## src/bnlp_pkg.sv

```systemverilog
// Package for the based number literal parser: words, status codes,
// control state type, digit decoding.
// Depends on nothing; used by every module of the block.
package bnlp_pkg;

  // default width of the accumulated value
  localparam int unsigned VALUE_BITS_DEF = 32;
  // width of the value field on the result word
  localparam int unsigned OUT_VALUE_W    = 32;
  // radix storage and digit code width
  localparam int unsigned RADIX_W        = 6;

  localparam logic [7:0]         CH_HASH     = 8'h23;
  localparam logic [7:0]         CH_ZERO     = 8'h30;
  localparam logic [7:0]         CH_NINE     = 8'h39;
  localparam logic [7:0]         CH_LOW_A    = 8'h61;
  localparam logic [7:0]         CH_LOW_Z    = 8'h7a;
  localparam logic [RADIX_W-1:0] DIGIT_NONE  = 6'd36;
  localparam logic [RADIX_W-1:0] RADIX_DEC   = 6'd10;
  localparam logic [RADIX_W-1:0] RADIX_MIN   = 6'd2;
  localparam logic [RADIX_W-1:0] RADIX_MAX   = 6'd36;
  localparam logic [RADIX_W-1:0] LETTER_BASE = 6'd10;

  typedef enum logic [1:0] {
    ST_OK        = 2'd0,
    ST_BAD_BASE  = 2'd1,
    ST_BAD_DIGIT = 2'd2,
    ST_TOO_LARGE = 2'd3
  } status_t;

  typedef struct packed {
    logic [7:0] ch;
    logic       last;
  } in_word_t;

  typedef struct packed {
    logic [OUT_VALUE_W-1:0] value;
    status_t                status;
  } out_word_t;

  // parser control state (accumulator kept apart, its width is a parameter)
  typedef struct packed {
    logic               in_digits;
    logic [RADIX_W-1:0] radix;
    status_t            err;
    logic               base_seen;
  } ctl_t;

  localparam ctl_t CTL_RESET = '{in_digits: 1'b0, radix: RADIX_DEC,
                                 err: ST_OK, base_seen: 1'b0};

  // digit value of a character, DIGIT_NONE for anything else
  function automatic logic [RADIX_W-1:0] digit_of(input logic [7:0] c);
    logic [7:0] t;
    begin
      t = '0;
      if (c >= CH_ZERO && c <= CH_NINE) begin
        t = c - CH_ZERO;
        digit_of = t[RADIX_W-1:0];
      end else if (c >= CH_LOW_A && c <= CH_LOW_Z) begin
        t = c - CH_LOW_A;
        digit_of = t[RADIX_W-1:0] + LETTER_BASE;
      end else begin
        digit_of = DIGIT_NONE;
      end
    end
  endfunction

endpackage

```

## src/bnlp_step.sv

```systemverilog
// Combinational step of the parser: one character against the current
// state gives the next state and, on the last character, the result word.
// Depends on bnlp_pkg.
module bnlp_step #(
  parameter int unsigned VALUE_BITS = bnlp_pkg::VALUE_BITS_DEF
) (
  input  bnlp_pkg::in_word_t              word,
  input  bnlp_pkg::ctl_t                  ctl,
  input  logic [VALUE_BITS-1:0]           accum,
  output bnlp_pkg::ctl_t                  ctl_nxt,
  output logic [VALUE_BITS-1:0]           accum_nxt,
  output bnlp_pkg::out_word_t             result
);

  localparam int unsigned PW = VALUE_BITS + bnlp_pkg::RADIX_W + 1;

  logic [bnlp_pkg::RADIX_W-1:0] dig;
  logic [bnlp_pkg::RADIX_W-1:0] rdx;
  logic [PW-1:0]                prod;
  logic                         ovf;
  logic                         base_ok;
  bnlp_pkg::ctl_t               ctl_c;
  logic [VALUE_BITS-1:0]        acc_c;
  logic [bnlp_pkg::OUT_VALUE_W-1:0] val_c;

  // digit decode and multiply-add with overflow out of the value width
  assign dig  = bnlp_pkg::digit_of(word.ch);
  assign rdx  = (ctl.radix < bnlp_pkg::RADIX_MIN) ? bnlp_pkg::RADIX_DEC : ctl.radix;
  assign prod = PW'(accum) * PW'(rdx) + PW'(dig);
  assign ovf  = |prod[PW-1:VALUE_BITS];

  assign base_ok = ctl.base_seen &&
                   accum >= VALUE_BITS'(bnlp_pkg::RADIX_MIN) &&
                   accum <= VALUE_BITS'(bnlp_pkg::RADIX_MAX);

  // state update for one character
  always_comb begin
    ctl_c = ctl;
    acc_c = accum;
    if (ctl.err == bnlp_pkg::ST_OK) begin
      if (word.ch == bnlp_pkg::CH_HASH) begin
        if (ctl.in_digits) begin
          ctl_c.err = bnlp_pkg::ST_BAD_DIGIT;
        end else if (!base_ok) begin
          ctl_c.err = bnlp_pkg::ST_BAD_BASE;
        end else begin
          ctl_c.radix     = accum[bnlp_pkg::RADIX_W-1:0];
          ctl_c.in_digits = 1'b1;
          acc_c           = '0;
        end
      end else if (dig >= rdx) begin
        ctl_c.err = bnlp_pkg::ST_BAD_DIGIT;
      end else begin
        if (!ctl.in_digits) begin
          ctl_c.base_seen = 1'b1;
        end
        if (ovf) begin
          ctl_c.err = bnlp_pkg::ST_TOO_LARGE;
        end else begin
          acc_c = prod[VALUE_BITS-1:0];
        end
      end
    end
  end

  // value field: low bits of the accumulator, zero-extended when it is narrower
  generate
    if (VALUE_BITS >= bnlp_pkg::OUT_VALUE_W) begin : g_val_cut
      assign val_c = acc_c[bnlp_pkg::OUT_VALUE_W-1:0];
    end else begin : g_val_ext
      assign val_c = {{(bnlp_pkg::OUT_VALUE_W - VALUE_BITS){1'b0}}, acc_c};
    end
  endgenerate

  // result word and return to reset state after the last character
  always_comb begin
    result.status = ctl_c.err;
    result.value  = (ctl_c.err == bnlp_pkg::ST_OK) ? val_c : '0;
    if (word.last) begin
      ctl_nxt   = bnlp_pkg::CTL_RESET;
      accum_nxt = '0;
    end else begin
      ctl_nxt   = ctl_c;
      accum_nxt = acc_c;
    end
  end

endmodule

```

## src/bnlp_out_reg.sv

```systemverilog
// Result register of the parser: holds one result word until taken.
// Depends on bnlp_pkg.
module bnlp_out_reg (
  input  logic                clk,
  input  logic                rst_n,
  input  logic                load,
  input  bnlp_pkg::out_word_t load_word,
  input  logic                out_stall,
  output logic                hold,
  output logic                out_valid,
  output bnlp_pkg::out_word_t out_word
);

  logic                out_vld_r;
  logic                out_vld_nxt;
  bnlp_pkg::out_word_t out_word_r;

  // word held and not taken this cycle
  assign hold = out_vld_r && out_stall;

  // valid flag: set on load, cleared when taken
  always_comb begin
    out_vld_nxt = out_vld_r && out_stall;
    if (load) begin
      out_vld_nxt = 1'b1;
    end
  end

  always_ff @(posedge clk) begin
    if (!rst_n) begin
      out_vld_r <= 1'b0;
    end else begin
      out_vld_r <= out_vld_nxt;
    end
  end

  // payload register
  always_ff @(posedge clk) begin
    if (load) begin
      out_word_r <= load_word;
    end
  end

  assign out_valid = out_vld_r;
  assign out_word  = out_word_r;

endmodule

```

## src/based_number_literal_parser.sv

```systemverilog
// Top level of the based number literal parser: input register, parser
// state registers, step logic and result register.
// Depends on bnlp_pkg, bnlp_step and bnlp_out_reg.
//
//   channel | ports                          | word
//   --------+--------------------------------+----------------------------
//   input   | in_valid, in_stall, in_word    | ch (8b), last
//   result  | out_valid, out_stall, out_word | value (32b), status (2b)
//
// One character per cycle while not stalled; a word enters the input
// register, is parsed there against the parser state, and its result
// (last character only) is loaded into the result register.
// The state loop through one multiply-add sets the rate.
// Reset clears the parser state (radix ten, no error) and both valid flags.
// A last character waits in the input register while the result register
// holds an untaken word; other characters pass regardless.
module based_number_literal_parser #(
  parameter int unsigned VALUE_BITS = bnlp_pkg::VALUE_BITS_DEF
) (
  input  logic                clk,
  input  logic                rst_n,
  input  logic                in_valid,
  output logic                in_stall,
  input  bnlp_pkg::in_word_t  in_word,
  output logic                out_valid,
  input  logic                out_stall,
  output bnlp_pkg::out_word_t out_word
);

  logic                  s1_vld_r;
  bnlp_pkg::in_word_t    s1_word_r;
  logic                  s1_go;
  logic                  s1_fire;
  logic                  in_take;
  logic                  out_hold;

  bnlp_pkg::ctl_t        ctl_r;
  bnlp_pkg::ctl_t        ctl_nxt;
  logic [VALUE_BITS-1:0] accum_r;
  logic [VALUE_BITS-1:0] accum_nxt;
  bnlp_pkg::out_word_t   result;

  // input register handshake
  assign s1_go    = !s1_word_r.last || !out_hold;
  assign s1_fire  = s1_vld_r && s1_go;
  assign in_stall = s1_vld_r && !s1_go;
  assign in_take  = in_valid && !in_stall;

  always_ff @(posedge clk) begin
    if (!rst_n) begin
      s1_vld_r <= 1'b0;
    end else if (in_take) begin
      s1_vld_r <= 1'b1;
    end else if (s1_fire) begin
      s1_vld_r <= 1'b0;
    end
  end

  always_ff @(posedge clk) begin
    if (in_take) begin
      s1_word_r <= in_word;
    end
  end

  // parse step
  bnlp_step #(
    .VALUE_BITS(VALUE_BITS)
  ) u_step (
    .word      (s1_word_r),
    .ctl       (ctl_r),
    .accum     (accum_r),
    .ctl_nxt   (ctl_nxt),
    .accum_nxt (accum_nxt),
    .result    (result)
  );

  // parser state
  always_ff @(posedge clk) begin
    if (!rst_n) begin
      ctl_r   <= bnlp_pkg::CTL_RESET;
      accum_r <= '0;
    end else if (s1_fire) begin
      ctl_r   <= ctl_nxt;
      accum_r <= accum_nxt;
    end
  end

  // result register
  bnlp_out_reg u_out (
    .clk       (clk),
    .rst_n     (rst_n),
    .load      (s1_fire && s1_word_r.last),
    .load_word (result),
    .out_stall (out_stall),
    .hold      (out_hold),
    .out_valid (out_valid),
    .out_word  (out_word)
  );

`ifndef SYNTHESIS
  // a parsed last character always shows up as a result word
  a_last_gives_word: assert property (@(posedge clk) disable iff (!rst_n)
    s1_fire && s1_word_r.last |=> out_valid)
    else $error("last character produced no result word");

  // radix stays within the legal range
  a_radix_range: assert property (@(posedge clk) disable iff (!rst_n)
    ctl_r.radix >= bnlp_pkg::RADIX_MIN && ctl_r.radix <= bnlp_pkg::RADIX_MAX)
    else $error("radix out of range");

  // base part is always read in decimal
  a_base_decimal: assert property (@(posedge clk) disable iff (!rst_n)
    !ctl_r.in_digits |-> ctl_r.radix == bnlp_pkg::RADIX_DEC)
    else $error("base part not in decimal");

  // failed literals carry a zero value
  a_err_zero: assert property (@(posedge clk) disable iff (!rst_n)
    out_valid && out_word.status != bnlp_pkg::ST_OK |-> out_word.value == '0)
    else $error("nonzero value with error status");
`endif

endmodule
```

## config.mk

```make
export PLATFORM = sky130hd
export DESIGN_NAME = based_number_literal_parser
export DESIGN_NICKNAME = d
export VERILOG_FILES = /design/src/bnlp_pkg.sv /design/src/bnlp_step.sv /design/src/bnlp_out_reg.sv /design/src/based_number_literal_parser.sv
export SDC_FILE = /design/constraint.sdc
export NUM_CORES = 1
export LEC_CHECK = 0
export BUFFER_PORTS_ARGS = -buffer_cell sky130_fd_sc_hd__buf_2
export CAP_MARGIN = 20
export CORE_UTILIZATION = 34
export CTS_CLUSTER_SIZE = 8
export DETAILED_ROUTE_END_ITERATION = 10
export GPL_TIMING_DRIVEN = 0
export MAX_ROUTING_LAYER = met4
export SLEW_MARGIN = 15
export SYNTH_ARGS = -nofsm -noshare
export SYNTH_HDL_FRONTEND = slang
export SYNTH_HIERARCHICAL = 1
export SYNTH_SLANG_ARGS = --single-unit
```

## constraint.sdc

```tcl
create_clock -name clk -period 9 [get_ports clk]
set_input_delay 0.9 -clock clk [delete_from_list [all_inputs] [get_ports clk]]
set_output_delay 0.9 -clock clk [all_outputs]
set_load 0.02 [all_outputs]
```

* Yosys cells after proc, flatten, opt, wreduce, memory -nomap -nowiden
Cells that the tools add are included.
W data, S select, Z words.
** Word-level totals
- Bits in registers :: 87
- Output and inout bits :: 36
- Logic and storage cells :: 78
** Cells by class
- $add $sub $neg :: 4
- $mul :: 1
- Order comparisons :: 8
- Eq/ne operators :: 4
- Multiplexer cells :: 26
- Reduce and logical (&&, ||, !) cells :: 24
** Operators with widths (number)
- $mux W32 :: 7
- $add A38 B6 Y39 :: 1
- $mul A32 B6 Y38 :: 1
- $ge A32 B2 Y1 const B :: 1
- $le A32 B6 Y1 const B :: 1
- $mux W7 :: 3
- $mux W10 :: 2
- $mux W6 :: 3
- $sub A6 B6 Y6 const B :: 2
- $mux W2 :: 5
- $reduce_and A5 Y1 :: 2
- $logic_and A1 B1 Y1 :: 9
- $eq A8 B6 Y1 const B :: 1
- $ge A8 B6 Y1 const B :: 1
- $ge A8 B7 Y1 const B :: 1
- $le A8 B6 Y1 const B :: 1
- $le A8 B7 Y1 const B :: 1
- $reduce_bool A2 Y1 :: 4
- $reduce_or A7 Y1 :: 1
- $add A6 B4 Y6 const B :: 1
- $ge A6 B6 Y1 :: 1
- $lt A6 B2 Y1 const B :: 1
- $mux W1 :: 6
- $ne A2 B2 Y1 const B :: 3
- other kinds (4) :: 8

* Logic depth before layout (Yosys ltp)
- Word-level depth :: 11
- Gate-level depth with buffers :: 27

* By module
The synthesis kept the hierarchy.
** Modules (own cells, without submodules)
- bnlp_step :: times used 1, cells each 998, area an instance 8217.9 um^2, seq. area each 0.0 um^2
- based_number_literal_parser :: times used 1, cells each 198, area an instance 2052.0 um^2, seq. area each 1131.1 um^2
- bnlp_out_reg :: times used 1, cells each 37, area an instance 1057.3 um^2, seq. area each 1041.0 um^2

* Least setup slack after synthesis
OpenSTA, ideal clock, no wires.
- Path kind :: register -> register
- Start :: reg ctl_r[8] (netlist bit)
- End :: reg accum_r[28]
- Data arrival time :: 5.993 ns
- Data required time :: 8.928 ns
- Setup slack :: 2.935 ns
- Cell stages (with the launch flop) :: 24
- Cell sequence :: dfxtp_1 clkbuf_1 nor4_1 a21boi_0 clkbuf_1 and2_1 fa_1 fa_1 fa_1 ha_1 ha_1 clkbuf_1 nand2_1 nor3_1 nand3_1 or2_2 o211ai_1 xor2_1 or4_1 buf_6 or3_1 a21oi_1 nand2_1 mux2i_1
** Between the ends
- Cells in the longest elaborated chain, start to end :: 10
- Elaborated cells on any way between the ends :: 11
- Classes of those cells :: add/sub (1); mul (1); order compare (2); mux (6); reduce/logical (1)
** Ends and longest elaborated chain
- from (decl) :: RTL line based_number_literal_parser.sv:37 : bnlp_pkg::ctl_t ctl_r;
- from (signal assigned) :: RTL line based_number_literal_parser.sv:80 : ctl_r <= bnlp_pkg::CTL_RESET;
- from (signal assigned) :: RTL line based_number_literal_parser.sv:83 : ctl_r <= ctl_nxt;
- $lt A6 B2 Y1 :: RTL line bnlp_step.sv:28 : assign rdx = (ctl.radix < bnlp_pkg::RADIX_MIN) ? bnlp_pkg::RADIX_DEC : ctl.radix;
- $mux W6 (*) :: RTL line bnlp_step.sv:28
- $mul A32 B6 Y38 :: RTL line bnlp_step.sv:29 : assign prod = PW'(accum) * PW'(rdx) + PW'(dig);
- $add A38 B6 Y39 :: RTL line bnlp_step.sv:29
- $reduce_or A7 Y1 :: RTL line bnlp_step.sv:30 : assign ovf = |prod[PW-1:VALUE_BITS];
- $mux W32 :: RTL line bnlp_step.sv:57 : if (ovf) begin
- $mux W32 (*) :: RTL line bnlp_step.sv:51 : end else if (dig >= rdx) begin
- $mux W32 (*) :: RTL line bnlp_step.sv:41 : if (word.ch == bnlp_pkg::CH_HASH) begin
- $mux W32 (*) :: RTL line bnlp_step.sv:40 : if (ctl.err == bnlp_pkg::ST_OK) begin
- $mux W32 (*) :: RTL line bnlp_step.sv:79 : if (word.last) begin
- via accum_nxt[28] :: RTL line based_number_literal_parser.sv:40 : logic [VALUE_BITS-1:0] accum_nxt;
- to (signal assigned) :: RTL line based_number_literal_parser.sv:84 : accum_r <= accum_nxt;
- to (decl) :: RTL line based_number_literal_parser.sv:39 : logic [VALUE_BITS-1:0] accum_r;
The timed path passes the listed nets; every way through them passes the cells marked *.
A chain may end at the register's enable or synchronous reset.

* Worst setup path after layout
- Start :: reg ctl_r[8] (netlist bit)
- End :: reg accum_r[18]
The elaborated chain is that of the path after synthesis.

==> flow_summary.toml <==
[clock_network]
cts_resized = 0
cts_tree = "done"
clkTransAtPathRegs_ps = 70
hold_buffers = 0
cts_setup_buffers = 0
clock_latency_ps = 360
cts-buffers-inserted = 9
clock_path_buffers = 2
cts_sinks = 87
htreeDepth = 3
cts_root_buffer = "clkbuf_16"

[route]
drc_errors = 0
drt_pre_antenna_iters = 5
ant_nets = 0
dr.first_iter.drc_count = 707
wirelength_um = 33600
wl_per_cell_um = 19.3
via_per_inst = 5.35
num_vias = 9310

[cells_and_area]
fin_nets = 1527
antenna_cells = 0
area_growth_pct = 9.67
final_area_mm2 = 0.0124
post_route_cells_drive_above_1_share_pct = 10.3

[synth]
ys_dominant_reg_cell = "dfxtp_1"
yosysTopAreaCellShare_pct = 21.9
netlist_area_mm2 = 0.0113
yosys_warnings = 6
synthTopCellsByCount = "148 x and2_1, 140 x nand2_1, 124 x fa_1"
synth.most_common_cell = "and2_1"
yosysSeqAreaShare_pct = 19.2
synth_cell_types = 68
synth_edf_count = 43
synth.area.top_cells = "fa_1 22%, edfxtp_1 11%, ha_1 11%"
synth_top_area_cell = "fa_1"
synth_nets = 1467
ys_seq_elements = 87
syn_inst = 1233
synth.avg_cell_area_um2 = 9.19
postSynth.asyncResetShare_pct = 0

[sta]
slew_viol_final = 0
finalSetupViolCount = 0
max_freq_ghz = 0.120
fin_setup_tns_ps = 0
slew_headroom_pct = 31.7
finClkSkew_ps = 9.76
worst_pin_slew_ps = 1020
whs_ps = 458
finalHoldViolCount = 0
fin_crit_sh_pct = 92.6
rsz0062_at_grt = "false"
min_period_ps = 8330

[global_route]
grt-busiest-layer = "met2"
grt_pass1_vias = 9479
grt_use_met2_pct = 34.4
grt_pass1_wl_um = 53400
grt.met1_usage_pct = 26.7
grt_max_degree = 25
grt_use_total_pct = 21.4
grt_remaining_overflow = 0
use_met3_pct = 3.00
antenna_found_initial = 0

[pwr]
ir_worst_vdd_uv = 101
power.density_mw_per_mm2 = 69.2
total_power_uw = 859
p_leak_uw = 0.00572

[floorplan]
fp-row-count = 66
fp.dieW_um = 185
initial_core_util_pct = 34.7
ioPinCount = 49
die_area_mm2 = 0.0340
core_area_mm2 = 0.0326
die_h_um = 185

[critical_path]
path_max_fanout = 10
crit_start = "ctl_r[8]"
critical_path.max_stage_delay_ps = 710
crit_type = "reg -> reg"
critPathRequiredTime_ps = 9240
cp_top_family = "compound AO/OA/AOI/OAI gates"
end_kind = "flip-flop"
crit_path_frequent_cell = "fa_1"
crit_chain = "clkbuf_1 -> nor4_1 -> a21boi_0 -> clkbuf_1 -> nand2_1 -> fa_1 -> fa_1 -> inv_1 -> fa_1 -> fa_1 -> ha_1 -> o211ai_1 -> a21oi_1 -> o21ai_0 -> a21oi_1 -> a31oi_1 -> mux2i_1 -> nor4_2 -> nand2_2 -> buf_2 -> a31o_2 -> nand2_1 -> mux2i_1"
crit_buf_inv = 4
crit_arrival_ps = 8580
regToRegStartpoint = "ctl_r[8]"
crit_path_top_delay_cell = "nor4_2"
crit_path_start_kind = "flip-flop"

[place]
placed_area_mm2 = 0.0122
portBuffers = 48
place_hpwl_um = 26900
gp_congestion = 0.871

[min_path]
hold_class = "reg -> reg"
holdCritStartpoint = "accum_r[2]"

[outcome]
status = "completed"

[flow_run]
maxCapViolCount = 0
power by group:
part	switching, uW	internal, uW	leakage (uW)
logic	49.2	26.7	0.00483
registers	4.34	422	0.000751
clock network	168	189	0.000133
total	222	637	0.00572
final cells by class:
class / instances / area [um2]
well taps: 442 / 553
clock inverters: 5 / 33.8
repair buffers: 49 / 260
multi-input cells: 1013 / 8520
fillers: 3262 / 20200
plain buffers: 73 / 420
inverters: 60 / 225
flip-flops and latches: 87 / 2170
clock buffers: 11 / 234
path summary, 6_finish.rpt:
path	to	slack, ps	cells after the start
worst max register to register	accum_r[18]	670	23
worst min-delay path	accum_r[2]	460	2
worst max-delay path	accum_r[18]	670	23
worst min register to register	accum_r[2]	460	2
flip-flops by register name (all words and copies together) (netlist names):
register         flops
ctl_r               10
s1_vld_r             1
s1_word_r            9
u_out/out_valid      1
u_out/out_word      34
accum_r             32
cell usage in the layout (no fill, tap or decap), types with 6 or more instances in the layout:
master	n
a21boi_0	6
a21o_1	17
a21oi_1	49
a31o_2	15
and2_1	148
buf_2	66
buf_6	7
clkbuf_1	42
clkbuf_16	9
dfxtp_1	44
edfxtp_1	43
fa_1	124
ha_1	97
inv_1	59
mux2i_1	50
nand2_1	140
nand2b_1	7
nand3_1	8
nand4_1	14
nor2_1	84
nor2b_1	38
nor3_1	11
nor4_1	26
o211ai_1	13
o21a_1	10
o21ai_0	27
o21ai_1	7
o31ai_1	11
xnor2_1	18
xor2_1	17
routing by layer:
| layer | routed length, um | part of all wire, % |
|---|---|---|
| met5 | 0 | 0 |
| met4 | 1280 | 3.8 |
| met3 | 1830 | 5.4 |
| met2 | 16100 | 48 |
| met1 | 14300 | 43 |
cells by family (layout without fill, tap and decap cells):
group	after synthesis	after routing	synth area share, %
muxes	55	55	4.92
and+or+nand+nor	506	506	23.1
adders and majority gates	221	221	32.6
buffers and inverters	133	198	5.70
xor gates and xnor gates	35	35	2.71
AOI/OAI and AO/OA	196	196	11.8
DFF	87	87	19.2
worst register-to-register path: cells and delay by family, from the launching register on:
| kind | cells | cell delay, ps |
|---|---|---|
| AOI/OAI and AO/OA | 7 | 2500 |
| muxes | 2 | 360 |
| DFF | 1 | 330 |
| adders and majority gates | 5 | 2330 |
| buffers and inverters | 4 | 1320 |
| and+or+nand+nor | 5 | 1370 |
through the flow:
step                      cells  util (%)  worst slack (ps)
after global placement     1723      37.2               801
after CTS                  1740      38.1               871
after detailed placement   1724      37.3               930
after floorplan            1233         -              2940
final                      1740      38.1               669
after global routing       1740      38.1               387
No activity file was read; power rests on OpenSTA's default activity.
